**src/hdl/bdsm_pkg.sv**
```systemverilog
`timescale 1ns / 1ps

package bdsm_pkg;

  // Position of every level in the combined sample vector.
  localparam int LEVEL_COUNT = 21;
  localparam int FACE_COUNT  = 14;
  localparam int BIT_SELECT  = 11;
  localparam int BIT_START   = 12;
  localparam int BIT_HOME    = 13;
  localparam int BIT_UP      = 14;
  localparam int BIT_DOWN    = 15;
  localparam int BIT_RIGHT   = 16;
  localparam int BIT_LEFT    = 17;
  localparam int BIT_LOCK    = 18;
  localparam int BIT_LS      = 19;
  localparam int BIT_RS      = 20;

  // Register map, indexed by address bit 2.
  localparam logic REG_DEBOUNCE = 1'b0;
  localparam logic REG_LOCK     = 1'b1;

  localparam logic [31:0] DEBOUNCE_RESET = 32'd5000;
  localparam logic        LOCK_RESET     = 1'b1;

  localparam logic [7:0] AXIS_LOW  = 8'h00;
  localparam logic [7:0] AXIS_MID  = 8'h80;
  localparam logic [7:0] AXIS_HIGH = 8'hFF;

  localparam logic [3:0] DPAD_NEUTRAL = 4'd0;
  localparam logic [3:0] DPAD_N       = 4'd1;
  localparam logic [3:0] DPAD_NE      = 4'd2;
  localparam logic [3:0] DPAD_E       = 4'd3;
  localparam logic [3:0] DPAD_SE      = 4'd4;
  localparam logic [3:0] DPAD_S       = 4'd5;
  localparam logic [3:0] DPAD_SW      = 4'd6;
  localparam logic [3:0] DPAD_W       = 4'd7;
  localparam logic [3:0] DPAD_NW      = 4'd8;

  typedef struct packed {
    logic [FACE_COUNT-1:0] buttons;
    logic [3:0]            dpad;
    logic [7:0]            left_x;
    logic [7:0]            left_y;
    logic [7:0]            right_x;
    logic [7:0]            right_y;
    logic                  lock;
  } result_t;

  function automatic logic [7:0] axis_value(input logic neg, input logic pos);
    logic [7:0] val;
    if (neg) val = AXIS_LOW;
    else if (pos) val = AXIS_HIGH;
    else val = AXIS_MID;
    return val;
  endfunction

  function automatic logic [3:0] dpad_of(input logic h_neg, input logic h_pos,
                                         input logic v_neg, input logic v_pos);
    logic [3:0] code;
    if (v_neg) begin
      code = h_neg ? DPAD_NW : (h_pos ? DPAD_NE : DPAD_N);
    end else if (v_pos) begin
      code = h_neg ? DPAD_SW : (h_pos ? DPAD_SE : DPAD_S);
    end else begin
      code = h_neg ? DPAD_W : (h_pos ? DPAD_E : DPAD_NEUTRAL);
    end
    return code;
  endfunction

endpackage

```
**src/hdl/button_debounce_stick_mapper_core.sv**
```systemverilog
`timescale 1ns / 1ps

// Button debounce and stick mapper.
// Input channel: one sample of face buttons, direction pins, mode pins and
// the free-running tick per transfer (in_valid_i / in_stall_o). Output
// channel: one result per sample (out_valid_o / out_stall_i) with the
// debounced buttons, dpad code, four stick axes and the lock flag.
// A sample shows at the output register in the cycle after it is taken.
// Throughput is one sample per cycle while the receiver does not stall; all
// button debouncers run side by side, each doing one tick subtract and
// threshold compare, and the mapping stage follows in the same cycle.
// When the receiver stalls, the result holds and input is taken only in a
// cycle where the held result leaves, so nothing is lost or repeated.
// Reset clears every debounced level and change tick to zero, empties the
// output register, and loads debounce_ticks = 5000 and lock_enable = 1.
// Registers over APB: debounce_ticks at 0x0, lock_enable at 0x4; write them
// only while no sample is in flight.
module button_debounce_stick_mapper_core #(
  parameter int NUM_BUTTONS = 21,
  parameter int TICK_BITS   = 32
) (
  input  logic                 clk_i,
  input  logic                 rst_ni,

  input  logic                 psel,
  input  logic                 penable,
  input  logic                 pwrite,
  input  logic [2:0]           paddr,
  input  logic [31:0]          pwdata,
  output logic [31:0]          prdata,
  output logic                 pready,

  input  logic                 in_valid_i,
  output logic                 in_stall_o,
  input  logic [13:0]          face_buttons_i,
  input  logic [3:0]           direction_pins_i,
  input  logic [2:0]           mode_pins_i,
  input  logic [TICK_BITS-1:0] now_tick_i,

  output logic                 out_valid_o,
  input  logic                 out_stall_i,
  output logic [13:0]          buttons_out_o,
  output logic [3:0]           dpad_code_o,
  output logic [7:0]           left_x_o,
  output logic [7:0]           left_y_o,
  output logic [7:0]           right_x_o,
  output logic [7:0]           right_y_o,
  output logic                 lock_active_o
);
  import bdsm_pkg::*;

  logic [31:0] debounce_q;
  logic        lock_enable_q;
  logic        cfg_write;

  logic [LEVEL_COUNT-1:0] raw;
  logic [LEVEL_COUNT-1:0] levels;
  logic                   take;
  result_t                result;
  result_t                out_q;
  logic                   out_valid_q;

  // Configuration port.
  assign pready    = 1'b1;
  assign cfg_write = psel & penable & pwrite;

  always_ff @(posedge clk_i or negedge rst_ni) begin
    if (!rst_ni) begin
      debounce_q    <= DEBOUNCE_RESET;
      lock_enable_q <= LOCK_RESET;
    end else if (cfg_write) begin
      case (paddr[2])
        REG_DEBOUNCE: debounce_q    <= pwdata;
        REG_LOCK:     lock_enable_q <= pwdata[0];
        default:      ;
      endcase
    end
  end

  always_comb begin
    case (paddr[2])
      REG_DEBOUNCE: prdata = debounce_q;
      REG_LOCK:     prdata = {31'd0, lock_enable_q};
      default:      prdata = '0;
    endcase
  end

  // A new sample is taken whenever the output register is empty or its
  // result leaves in this cycle.
  assign in_stall_o = out_valid_q & out_stall_i;
  assign take       = in_valid_i & ~in_stall_o;

  assign raw = {mode_pins_i, direction_pins_i, face_buttons_i};

  for (genvar i = 0; i < LEVEL_COUNT; i++) begin : g_lane
    if (i < NUM_BUTTONS) begin : g_debounce
      bdsm_lane #(
        .TICK_BITS(TICK_BITS)
      ) u_lane (
        .clk_i           (clk_i),
        .rst_ni          (rst_ni),
        .take_i          (take),
        .raw_i           (raw[i]),
        .now_i           (now_tick_i),
        .debounce_ticks_i(debounce_q),
        .level_o         (levels[i])
      );
    end else begin : g_pass
      // Buttons beyond the configured count are not debounced.
      assign levels[i] = raw[i];
    end
  end

  bdsm_map u_map (
    .levels_i     (levels),
    .lock_enable_i(lock_enable_q),
    .result_o     (result)
  );

  always_ff @(posedge clk_i or negedge rst_ni) begin
    if (!rst_ni) begin
      out_valid_q <= 1'b0;
    end else if (take) begin
      out_valid_q <= 1'b1;
    end else if (!out_stall_i) begin
      out_valid_q <= 1'b0;
    end
  end

  always_ff @(posedge clk_i) begin
    if (take) begin
      out_q <= result;
    end
  end

  assign out_valid_o   = out_valid_q;
  assign buttons_out_o = out_q.buttons;
  assign dpad_code_o   = out_q.dpad;
  assign left_x_o      = out_q.left_x;
  assign left_y_o      = out_q.left_y;
  assign right_x_o     = out_q.right_x;
  assign right_y_o     = out_q.right_y;
  assign lock_active_o = out_q.lock;

endmodule

```
**src/hdl/bdsm_lane.sv**
```systemverilog
`timescale 1ns / 1ps

module bdsm_lane #(
  parameter int TICK_BITS = 32
) (
  input  logic                 clk_i,
  input  logic                 rst_ni,
  input  logic                 take_i,
  input  logic                 raw_i,
  input  logic [TICK_BITS-1:0] now_i,
  input  logic [31:0]          debounce_ticks_i,
  output logic                 level_o
);

  // The compare runs at the wider of the tick and the threshold widths.
  localparam int CMP_BITS = (TICK_BITS > 32) ? TICK_BITS : 32;

  logic                 level_q, level_d;
  logic [TICK_BITS-1:0] tick_q, tick_d;
  logic [TICK_BITS-1:0] elapsed;
  logic                 accept_change;

  assign elapsed       = now_i - tick_q;
  assign accept_change = (raw_i != level_q) &&
                         (CMP_BITS'(elapsed) >= CMP_BITS'(debounce_ticks_i));

  always_comb begin
    level_d = level_q;
    tick_d  = tick_q;
    if (accept_change) begin
      level_d = raw_i;
      tick_d  = now_i;
    end
  end

  assign level_o = level_d;

  always_ff @(posedge clk_i or negedge rst_ni) begin
    if (!rst_ni) begin
      level_q <= 1'b0;
      tick_q  <= '0;
    end else if (take_i) begin
      level_q <= level_d;
      tick_q  <= tick_d;
    end
  end

endmodule

```
**src/hdl/bdsm_map.sv**
```systemverilog
`timescale 1ns / 1ps

module bdsm_map (
  input  logic [bdsm_pkg::LEVEL_COUNT-1:0] levels_i,
  input  logic                             lock_enable_i,
  output bdsm_pkg::result_t                result_o
);
  import bdsm_pkg::*;

  logic lock;
  logic h_neg, h_pos, v_neg, v_pos;
  logic [FACE_COUNT-1:0] lock_mask;

  assign lock = lock_enable_i & levels_i[BIT_LOCK];

  // Opposing directions cancel on their axis.
  assign v_neg = levels_i[BIT_UP] & ~levels_i[BIT_DOWN];
  assign v_pos = levels_i[BIT_DOWN] & ~levels_i[BIT_UP];
  assign h_neg = levels_i[BIT_LEFT] & ~levels_i[BIT_RIGHT];
  assign h_pos = levels_i[BIT_RIGHT] & ~levels_i[BIT_LEFT];

  always_comb begin
    lock_mask             = '1;
    lock_mask[BIT_SELECT] = 1'b0;
    lock_mask[BIT_START]  = 1'b0;
    lock_mask[BIT_HOME]   = 1'b0;

    result_o.buttons = lock ? (levels_i[FACE_COUNT-1:0] & lock_mask)
                            : levels_i[FACE_COUNT-1:0];
    result_o.lock    = lock;
    result_o.dpad    = DPAD_NEUTRAL;
    result_o.left_x  = AXIS_MID;
    result_o.left_y  = AXIS_MID;
    result_o.right_x = AXIS_MID;
    result_o.right_y = AXIS_MID;

    // Left-stick mode takes priority over right-stick mode.
    if (levels_i[BIT_LS]) begin
      result_o.left_x = axis_value(h_neg, h_pos);
      result_o.left_y = axis_value(v_neg, v_pos);
    end else if (levels_i[BIT_RS]) begin
      result_o.right_x = axis_value(h_neg, h_pos);
      result_o.right_y = axis_value(v_neg, v_pos);
    end else begin
      result_o.dpad = dpad_of(h_neg, h_pos, v_neg, v_pos);
    end
  end

endmodule

```
**config.mk**
```make
export PLATFORM = sky130hd
export DESIGN_NAME = button_debounce_stick_mapper_core
export DESIGN_NICKNAME = d
export VERILOG_FILES = /design/src/hdl/bdsm_pkg.sv /design/src/hdl/button_debounce_stick_mapper_core.sv /design/src/hdl/bdsm_lane.sv /design/src/hdl/bdsm_map.sv
export SDC_FILE = /design/constraint.sdc
export NUM_CORES = 2
export LEC_CHECK = 0
export ABC_AREA = 1
export BUFFER_PORTS_ARGS = -buffer_cell sky130_fd_sc_hd__buf_2
export CORE_ASPECT_RATIO = 0.5
export CORE_MARGIN = 1.5
export CORE_UTILIZATION = 35
export DETAILED_ROUTE_END_ITERATION = 8
export RECOVER_POWER = 50
export SLEW_MARGIN = 20
export SYNTH_ARGS = -nofsm -noshare
export SYNTH_HDL_FRONTEND = slang
export SYNTH_HIERARCHICAL = 1
export SYNTH_SLANG_ARGS = --single-unit
export TNS_END_PERCENT = 10
```
**constraint.sdc**
```tcl
create_clock -name clk_i -period 7.8 [get_ports clk_i]
set_input_delay 0.39 -clock clk_i [delete_from_list [all_inputs] [get_ports clk_i]]
set_output_delay 0.39 -clock clk_i [all_outputs]
set_load 0.02 [all_outputs]
```
==> flow_metrics.py <==
metrics = {
    "route": {
        "vias_per_cell": 5.17,
        "wire_per_inst_um": 19.4,
        "drt_first_pass_iters": 6,
        "dr.first_iter.drc_count": 7514,
        "final_antenna_net_count": 0,
        "wirelength_um": 342000,
        "route.detailed.drc": 0,
        "vias": 90900,
    },
    "floorplanning": {
        "die_h_um": 366,
        "io_pins": 181,
        "start_util": 0.352,
        "die_area_um2": 267000,
        "die_w_um": 730,
        "core_um2": 263000,
        "row_count": 133,
    },
    "clocking": {
        "worst_skew_pair.late_latency_ns": 0.74,
        "ctsResizeCount": 0,
        "cts_buffers": 94,
        "cts.clk_slew.worst_paths_ns": 0.07,
        "htreeDepth": 3,
        "cts_tree": "built",
        "clockBufferDepth": 3,
        "clock_sinks": 778,
        "cts_root_buf": "clkbuf_16",
    },
    "yosys": {
        "yosysWarningCount": 6,
        "synthSimpleGateAreaFrac": 0.317,
        "yosysSeqAreaShare": 0.214,
        "ys_ff_latch": 778,
        "synth.mux.area_fraction": 0,
        "synthAdderAreaFrac": 0.184,
        "async_flop_share": 0.934,
        "synth_area_um2": 92400,
        "syn_inst": 13800,
        "synth_compound_area_frac": 0.121,
        "synth_top_family_by_area": "simple AND/OR/NAND/NOR gates",
        "synth-main-ff-cell": "dfrtp_1",
        "synth.avg_cell_area_um2": 6.70,
        "yosysUniqueCellTypes": 55,
        "synthXorXnorAreaFrac": 0.0500,
        "synth_edf_count": 51,
        "syn_nets": 15200,
    },
    "critical_path": {
        "cp_cell_sequence": "clkbuf_1, inv_1, ha_1, a21oi_1, o21ai_0, nand2_1, a21oi_1, nor2_1, nand2_2, nand2_1, and2_1, ha_1, nand2_1, nor2_1",
        "crit_start": "debounce_q[17]",
        "crit_cells": 14,
        "crit_fanout": 33,
        "crit_end": "right_x_o[5]",
        "r2r_end": "right_x_o[5]",
        "critPathSlowestCell": "clkbuf_1",
        "worstSetupPathType": "register to register",
        "crit_family": "buffers and inverters",
        "slowest_delay_ns": 1.99,
        "startpoint_type": "register",
        "reg2reg_from": "debounce_q[17]",
        "r2r_cells": 14,
        "cp_common_cell": "nand2_1",
        "r2r_slack_ns": 2.24,
        "critPathCaptureType": "register",
        "arrival_ns": 5.99,
        "critical_path_required_ns": 8.23,
        "cp.buffers_inverters": 2,
    },
    "sta": {
        "finalClockSkew_ns": 0.0543,
        "finalCriticalPeriod_ns": 5.56,
        "slew_violations": 210,
        "setup_slack_ns": 2.24,
        "hold_viol": 0,
        "max_freq_mhz": 180,
        "slew_headroom": -2.02,
        "setup_tns_ns": 0,
        "worst_pin_slew_ns": 4.53,
        "setup_violations": 0,
        "period_share": 0.713,
        "grt_setup_unrepaired": "false",
    },
    "placement": {
        "gp_congestion": 0.973,
        "dp.cells": 17400,
        "hpwl_um": 253000,
        "port_buffers": 177,
        "placed_area_um2": 97000,
        "place_ws_ns": 2.30,
    },
    "layout": {
        "drive_above_1_share": 0.0752,
        "final_cell_mix": "3,583 x nand2_1, 2,237 x inv_1, 1,325 x ha_1",
        "syn_to_final_growth_pct": 8.99,
        "fin_nets": 15400,
        "final_common_cell": "nand2_1",
        "instances_no_fill": 17600,
        "final_area_um2": 101000,
    },
    "global_route": {
        "grt_usage": 0.249,
        "antenna_found_initial": 23,
        "grt_pass1_wl_um": 516000,
        "overflow": 0,
        "first_global_vias": 86300,
        "grt_max_degree": 133,
    },
    "power_and_ir_drop": {
        "peakVddDrop_mv": 0.242,
        "power_leakage_nw": 51.6,
        "power_density_nw_per_um2": 452,
    },
    "job": {
        "max_cap_violations": 8,
    },
    "outcome": {
        "violations": "capacitance limit, slew limit",
        "status": "finished with violations",
    },
    "hold_path": {
        "hp-class": "primary input to register",
    },
}
==> metrics by stage <==
step	hold WS, ns	util	power (W)
floorplan	0.0944	-	0.0326
CTS	0.00782	0.384	0.0455
finish	0.0523	0.384	0.0455
detailed placement	0.387	0.369	0.0402
global placement	0.382	0.369	0.0395
global route	0.0520	0.384	0.0505
==> worst min-delay path, cell delays in order <==
cell and delay (ns):
buf_2 0.10, inv_1 0.05, nand2_1 0.07, nand3_1 0.06, nand2_1 0.06
==> power breakdown <==
| group | switching, W | internal [W] | total [W] |
|---|---|---|---|
| registers | 0.00140 | 0.00594 | 0.00734 |
| logic | 0.0215 | 0.0117 | 0.0332 |
| clock network | 0.00206 | 0.00296 | 0.00502 |
==> how the worst min path moves through the flow <==
stage	startpoint	to	slack, ns	cells after the start
5_1_grt	pwrite	lock_enable_q	0.05	4
4_1_cts	direction_pins_i[2]	g_lane[16].g_debounce.u_lane/level_q	0.008	5
2_1_floorplan	rst_ni	debounce_q[0]	0.09	0
3_5_place_dp	rst_ni	g_lane[15].g_debounce.u_lane/tick_q[31]	0.39	1
6_report	direction_pins_i[2]	g_lane[16].g_debounce.u_lane/level_q	0.05	5
3_3_place_gp	rst_ni	g_lane[15].g_debounce.u_lane/tick_q[31]	0.38	1
==> timing repair <==
item	in CTS	in global routing
hold endpoints to repair	114	0
hold buffers	45	0
setup buffers	0	0
==> per-layer routing <==
metal  global-route usage  part of all wire
met5                    0                 0
met4               0.0905             0.043
met3               0.0291             0.063
met2                0.401              0.44
met1                0.343              0.46
==> synth_stat cells (all sizes together), types with 6 or more instances <==
| library cell | instances | area [um^2] |
|---|---|---|
| o31a | 10 | 87.6 |
| fa | 21 | 420 |
| nand3 | 1230 | 6280 |
| o211ai | 30 | 275 |
| nand3b | 21 | 158 |
| clkbuf | 64 | 250 |
| inv | 2260 | 8490 |
| a21oi | 1115 | 5780 |
| nor4 | 47 | 344 |
| o21bai | 132 | 991 |
| xnor2 | 108 | 946 |
| buf | 176 | 1790 |
| dfrtp | 721 | 18000 |
| a31oi | 30 | 188 |
| nand4 | 144 | 916 |
| a21o | 124 | 931 |
| nand2 | 3973 | 16300 |
| o21a | 73 | 548 |
| dfstp | 6 | 158 |
| nor3 | 152 | 816 |
| ha | 1325 | 16600 |
| and2 | 22 | 138 |
| edfxtp | 51 | 1530 |
| and3 | 10 | 62.6 |
| o21ai | 417 | 2230 |
| nor3b | 10 | 75.1 |
| xor2 | 420 | 3680 |
| a21boi | 19 | 146 |
| nor2 | 1068 | 4250 |
==> cells by family (layout without fill, tap and decap cells) <==
group | Yosys count | count (layout)
and+or+nand+nor | 6678 | 6678
buffers and inverters | 2500 | 2798
AOI/OAI and AO/OA | 1951 | 1951
adders and majority gates | 1346 | 1346
DFF | 778 | 778
xor gates and xnor gates | 528 | 528
other | 1 | 8
==> state kept, by name, summed over array words and instances (netlist names), 8 cells and up <==
signal / flops
debounce_q: 32
buttons_out_o: 14
left_y_o: 8
g_lane.g_debounce.u_lane/tick_q: 672
right_y_o: 8
g_lane.g_debounce.u_lane/level_q: 21
left_x_o: 8
right_x_o: 8
==> final cells by class <==
type | count | area [um^2]
Timing Repair Buffer | 364 | 2460
Tap cell | 3510 | 4390
Sequential cell | 778 | 19800
Clock buffer | 122 | 2660
Antenna cell | 7 | 17.5
Fill cell | 28300 | 162000
Inverter | 2260 | 8480
Clock inverter | 52 | 757
Multi-Input combinational cell | 10500 | 62200
Note: power is estimated with default switching activity, not from simulation.
